File: src/sv/pmtlb_pkg.sv
// package for the page map tlb translator
// shared constants, types and command structs; no dependencies
`default_nettype none
package pmtlb_pkg;
   localparam int PAGE_INDEX_BITS = 20;
   localparam int TLB_SLOTS = 32;
   localparam int MAP_DEPTH = 1 << PAGE_INDEX_BITS;
   localparam int SLOT_BITS = 5;

   typedef logic [PAGE_INDEX_BITS-1:0] page_index_type;

   typedef enum logic [1:0] {
      FUNC_TRANSLATE = 2'd0,
      FUNC_PROBE     = 2'd1,
      FUNC_WRITE     = 2'd2,
      FUNC_NOP       = 2'd3
   } func_type;

   typedef enum logic [3:0] {
      ST_CLEAR_MAP,
      ST_IDLE,
      ST_LOOKUP,
      ST_RESPOND,
      ST_SPAN_SETUP,
      ST_SPAN_WALK,
      ST_WRITE_SLOT
   } state_type;

   // span selector: 0 old even, 1 old odd, 2 new even, 3 new odd
   typedef struct packed {
      logic       load_req;
      logic       clear_step;
      logic       lookup;
      logic       set_zero;
      logic       span_setup;
      logic [1:0] span_sel;
      logic       span_step;
      logic       write_slot;
   } cmd_type;

   typedef struct packed {
      logic clear_done;
      logic span_active;
      logic span_last;
      logic slot_ok;
      logic [1:0] func;
   } status_type;
endpackage
`default_nettype wire

File: src/sv/pmtlb_control.sv
// controller state machine: clearing pass, lookup and span walk sequencing
// depends on pmtlb_pkg
`default_nettype none
module pmtlb_control (
   input  wire logic                  clock,
   input  wire logic                  reset,
   input  wire logic                  req_valid,
   output logic                       req_ready,
   output logic                       rsp_valid,
   input  wire logic                  rsp_ready,
   output pmtlb_pkg::cmd_type         cmd,
   input  wire pmtlb_pkg::status_type status
);
   import pmtlb_pkg::*;

   state_type state_ff, state_in;
   logic [1:0] sel_ff, sel_in;

   always_ff @(posedge clock) begin
      if (reset) begin
         state_ff <= ST_CLEAR_MAP;
         sel_ff <= '0;
      end else begin
         state_ff <= state_in;
         sel_ff <= sel_in;
      end
   end

   always_comb begin
      state_in = state_ff;
      sel_in = sel_ff;
      cmd = '0;
      cmd.span_sel = sel_ff;
      req_ready = 1'b0;
      rsp_valid = 1'b0;
      case (state_ff)
         ST_CLEAR_MAP: begin
            if (status.clear_done) state_in = ST_IDLE;
            else cmd.clear_step = 1'b1;
         end
         ST_IDLE: begin
            req_ready = 1'b1;
            if (req_valid) begin
               cmd.load_req = 1'b1;
               state_in = ST_LOOKUP;
            end
         end
         ST_LOOKUP: begin
            if (status.func == FUNC_TRANSLATE || status.func == FUNC_PROBE) begin
               cmd.lookup = 1'b1;
               state_in = ST_RESPOND;
            end else begin
               cmd.set_zero = 1'b1;
               if (status.func == FUNC_WRITE && status.slot_ok) begin
                  sel_in = 2'd0;
                  state_in = ST_SPAN_SETUP;
               end else begin
                  state_in = ST_RESPOND;
               end
            end
         end
         ST_SPAN_SETUP: begin
            cmd.span_setup = 1'b1;
            state_in = ST_SPAN_WALK;
         end
         ST_SPAN_WALK: begin
            cmd.span_step = 1'b1;
            if (!status.span_active || status.span_last) begin
               if (sel_ff == 2'd1) begin
                  state_in = ST_WRITE_SLOT;
               end else if (sel_ff == 2'd3) begin
                  state_in = ST_RESPOND;
               end else begin
                  sel_in = sel_ff + 2'd1;
                  state_in = ST_SPAN_SETUP;
               end
            end
         end
         ST_WRITE_SLOT: begin
            cmd.write_slot = 1'b1;
            sel_in = 2'd2;
            state_in = ST_SPAN_SETUP;
         end
         ST_RESPOND: begin
            rsp_valid = 1'b1;
            if (rsp_ready) state_in = ST_IDLE;
         end
         default: state_in = ST_IDLE;
      endcase
   end

   a_ready_idle: assert property (@(posedge clock) disable iff (reset)
      req_ready |-> !rsp_valid) else $error("ready while response pending");
   a_load_next: assert property (@(posedge clock) disable iff (reset)
      cmd.load_req |=> state_ff == ST_LOOKUP) else $error("bad load sequencing");
   a_slot_after_old: assert property (@(posedge clock) disable iff (reset)
      cmd.write_slot |-> sel_ff == 2'd1) else $error("slot written out of order");
endmodule
`default_nettype wire

File: config.mk
export PLATFORM = sky130hd
export DESIGN_NAME = pmtlb_control
export DESIGN_NICKNAME = d
export VERILOG_FILES = /design/src/sv/pmtlb_pkg.sv /design/src/sv/pmtlb_control.sv
export SDC_FILE = /design/constraint.sdc
export NUM_CORES = 1
export LEC_CHECK = 0
export BUFFER_PORTS_ARGS = -buffer_cell sky130_fd_sc_hd__buf_2
export CAP_MARGIN = 20
export CELL_PAD_IN_SITES_DETAIL_PLACEMENT = 0
export CELL_PAD_IN_SITES_GLOBAL_PLACEMENT = 1
export CORE_MARGIN = 2
export CORE_UTILIZATION = 32
export CTS_CLUSTER_DIAMETER = 80
export DETAILED_ROUTE_END_ITERATION = 8
export HOLD_SLACK_MARGIN = 0.15
export PLACE_DENSITY = 0.75
export SYNTH_ARGS = -nofsm -noshare
export SYNTH_HDL_FRONTEND = slang
export SYNTH_SLANG_ARGS = --single-unit
File: constraint.sdc
create_clock -name clock -period 1.9 [get_ports clock]
set_input_delay 0.095 -clock clock [delete_from_list [all_inputs] [get_ports clock]]
set_output_delay 0.095 -clock clock [all_outputs]
set_load 0.1 [all_outputs]
# Word-level counts from Yosys, hierarchy flattened
# Index checks and enable logic that the tools add are counted.
[word_totals]
register_bits = 6
in_bits = 10
output_inout_bits = 11
[classes]
add_sub_neg = 1
n_eq_ne = 18
n_mux = 27
reduce_logical = 9
[ops]
columns = ["cell", "n"]
rows = [
  ["$pmux 4 s7", 1],
  ["$mux 4", 6],
  ["$ne 2x2->1 const B", 8],
  ["$eq 4x3->1 const B", 3],
  ["$mux 2", 6],
  ["$mux 1", 11],
  ["$eq 4x2->1 const B", 2],
  ["$mux 3", 2],
  ["$pmux 2 s3", 1],
  ["$reduce_and 6->1", 1],
  ["$eq 2x1->1 const B", 2],
  ["$eq 2x2->1 const B", 2],
  ["$eq 4x1->1 const B", 1],
  ["$logic_not 4->1", 1],
  ["$reduce_and 4->1", 1],
  ["$reduce_bool 3->1", 1],
  ["$add 2x1->2 const B", 1],
  ["$logic_not 2->1", 1],
  ["$logic_or 1x1->1", 2],
  ["$logic_and 1x1->1", 1],
  ["$logic_not 1->1", 1],
]

# Depth between registers and ports, before layout
[depth]
word_depth = 5
mapped_depth = 6

# Least setup slack after synthesis
# OpenSTA, ideal clock, no wires.
[synth_timing]
path_type = "reg2out"
startpoint = "register state_ff[0]"
endpoint = "output port cmd[8] (netlist bit)"
arrival_time_ps = 3797
required_ps = 1805
slack_ps = -1992
path_stages_with_launch = 4
cell_sequence = "dfxtp_1 > buf_6 > nor3b_1 > and2_1"
[synth_lines]
columns = ["element", "line", "text"]
rows = [
  ["start: declaration", "pmtlb_control.sv:16", "state_type state_ff, state_in;"],
  ["start signal: assignment", "pmtlb_control.sv:24", "state_ff <= state_in;"],
  ["end: declaration", "pmtlb_control.sv:11", "output pmtlb_pkg::cmd_type cmd,"],
]

# Final worst setup path
[layout_timing]
startpoint = "register state_ff[0]"
endpoint = "output port rsp_valid"
[layout_via]
elab_chain_len = 2
[layout_lines]
columns = ["element", "line", "text"]
rows = [
  ["$eq 4x2->1", "pmtlb_control.sv:36", "case (state_ff)"],
  ["$mux 1", "pmtlb_control.sv:36", ""],
  ["end: declaration", "pmtlb_control.sv:9", "output logic rsp_valid,"],
]
# No other way between the ends.

==> impl_results.md <==
* Req. time, crit path at 1800 ps
* Fmax at 581 MHz
* CP Class: flop to primary output
* Startpoint types: flop
* Slew HR at 0.678
* Top cell type's share of synthesized area at 0.206
* Cell taking the most area after synthesis: dfxtp_1
* Die area at 0.00185 sq mm
* Synthesized Nets at 69
* Die Height at roughly 43 um
* Placed inst area at 668 sq um
* Nets at 96
* Multi-input gate area at 388 sq um
* Vias in the first global route at roughly 460
* Post-Layout Inst Area at 721 sq um
* CTS root buf: clkbuf_4
* Initial Utilization at 0.331
* Unrepaired setup endpoints after global routing: no
* DR vias at 513
* Final Hold Vio Count at 0
* Antenna-violating nets left at 0
* Period minus WS final at roughly 1700 ps
* Clock sinks at 5
* CTS H-tree lvls at 1
* Iteration count of the initial detailed-routing pass at 2
* Area grow syn2layout at 48.1%
* Initial DRC count at 2
* Worst reg-to-reg setup slack at roughly 250 ps
* Non-Filler Instances at 98
* Clock Pin Slew Worst Setup and Hold Paths at 50 ps
* Crit path max-delay family: buffers and inverters
* TritonCTS clock tree: yes
* DR DRC count at 0
* Final cycle utilization of the critical path at 0.906
* Largest net degree at the start of global routing at 12
* Pwr Density at roughly 500 mW/mm^2
* Cell Chain, Critical Path: buf_4 -> and3_2 -> buf_2
* Netlist cell types at 33
* IO Count at 21
* Clock buffers created by TritonCTS at 3
* Die Wd at 43 um
* CTS Buffer Depth at 2
* Status: finished clean
* Drt wl/cell at about 12 um
* ANT cells at 0
* Num rows at 14
* Synth Register Bits at 5
* Crit. End Element: primary output
* First-pass GRT wire length at 2.04 mm
* Synth top area cells: dfxtp_1 (21%), ha_1 (7.7%), o21ai_0 (5.1%)
* Sequential share of the synthesized area at 0.206
* Half-perimeter wire length after placement at roughly 940 um
* Worst slew pin tran at roughly 500 ps
* Slew Limit Fails at 0
* Netlist Area Pre-Place at 487 sq um
* GRT overflow at 0
* Min-delay worst type: input pin to flop
* Initial antenna violation count at 0
* Critical path fanouts, max at 11
* Crit path arrival time at 1630 ps
* Synth Instances at 56
* All-layer global routing usage at 0.149
* Leak pwr at 0.348 nW
* Share of cells above drive strength 1 at 0.512
* Ys Warns at 0
* Worst path slowest cell: dfxtp_1
* I/O Buffers at 20
* Avg Cell Area, Syn at 8.69 sq um
* Drt total wl at 1.20 mm
* Clk_lat worst skew at approximately 240 ps
* FILL cells at 156
* Worst IR Drop VDD at 0.371 mV
* Placed Instances at 92
* Setup Skew at 4.40 ps
* # setup viols final at 0
* Worst Path Buf+Inv at 2
* Max cap viols at 0
* Worst path max stage delay at 560 ps
* Vias/cell at 5.23
* Sequential Area at 103 sq um
* Gpl congestion at 0.837
* Core box area at 0.00147 sq mm
==> power breakdown <==
group	switching [mW]	internal, mW	total, mW
logic	0.0714	0.0414	0.113
registers	0.00743	0.108	0.115
clock network	0.0467	0.0796	0.126
total	0.126	0.229	0.354
==> metal layers <==
metal | share of wire | track usage | routed length, um
met5 | 0 | 0 | 0
met4 | 0.012 | 0.0727 | 14
met3 | 0.044 | 0.0255 | 53
met2 | 0.47 | 0.252 | 568
met1 | 0.47 | 0.179 | 566
==> sequential cells by signal, indices dropped and copies added (netlist names) <==
name and cells:
sel_ff 2, state_ff 3
==> final timing paths <==
check	endpoint	depth (start not counted)	startpoint
worst max-delay path	rsp_valid	3	state_ff[0]
worst min-delay path	state_ff[0]	3	status[5]
worst max register to register	sel_ff[1]	5	state_ff[0]
worst min register to register	sel_ff[1]	2	sel_ff[1]
==> cells in the mapped netlist <==
cell type  number
o22ai_1         1
and2_1          2
nor3b_1         2
nor2b_1         2
or4_1           1
a2bb2oi_1       1
buf_6           2
a21oi_1         3
nand2_1         3
nand2b_1        2
and3b_2         2
o21bai_1        1
or4b_1          1
inv_1           3
a22oi_1         1
nand2b_2        1
nor4_1          1
a211o_2         1
a211oi_1        1
and3_2          1
o21ai_0         5
a311oi_1        1
clkbuf_8        1
ha_1            3
or2b_2          1
and2b_2         1
nand3b_1        1
o2bb2ai_2       1
o211ai_1        1
nor2_1          1
nor3_1          2
dfxtp_1         5
nand3b_4        1
==> through the flow <==
| stage | power (mW) | setup WS, ps | util | TNS, ps | hold slack (ps) |
|---|---|---|---|---|---|
| final | 0.354 | 178 | 0.490 | 0 | 250 |
| after global routing | 0.370 | 95.2 | 0.490 | 0 | 279 |
| after CTS | 0.357 | 167 | 0.486 | 0 | 259 |
| after detailed placement | 0.226 | 208 | 0.454 | 0 | 333 |
| after global placement | 0.226 | 210 | 0.454 | 0 | 327 |
| after floorplan | 0.199 | -501 | - | -515 | 157 |
==> final cells by class <==
| cell class | instances | share of cell area |
|---|---|---|
| clock buffer | 4 | 0.0365 |
| inverter | 3 | 0.0156 |
| multi-input combinational | 45 | 0.538 |
| sequential | 5 | 0.142 |
| tap | 16 | 0.0278 |
| timing repair buffer | 25 | 0.240 |
==> kinds of logic after synthesis <==
group / Yosys count / share of synthesized area
and+or+nand+nor: 25 / 0.375
DFF: 5 / 0.206
buffers and inverters: 6 / 0.0977
AOI/OAI and AO/OA: 17 / 0.244
adders and majority gates: 3 / 0.0771
==> layout by cell type, fill, tap and decap left out, types with 2 or more instances in the layout <==
master / n
nand2b_1: 2
dlygate4sd3_1: 2
a21oi_1: 3
dfxtp_1: 3
ha_1: 3
and2_1: 2
nand2_1: 3
buf_4: 3
buf_2: 18
inv_1: 3
o21ai_0: 5
clkbuf_4: 3
buf_12: 2
nor2b_1: 2
dfxtp_2: 2
and3b_2: 2
==> timing repair <==
item,CTS,global route
hold buffers,2,0
setup endpoints to repair,0,1
buffers inserted,0,0
resized for setup,0,1
endpoints found under the hold margin,5,0
==> worst reg2reg max path, cell delays in order, from the launching register on <==
cell and delay, ps:
dfxtp_1 560, buf_4 220, nand2b_2 60, o21ai_0 130
or4b_1 450, a21oi_1 140
(Power assumes the default switching activity.)
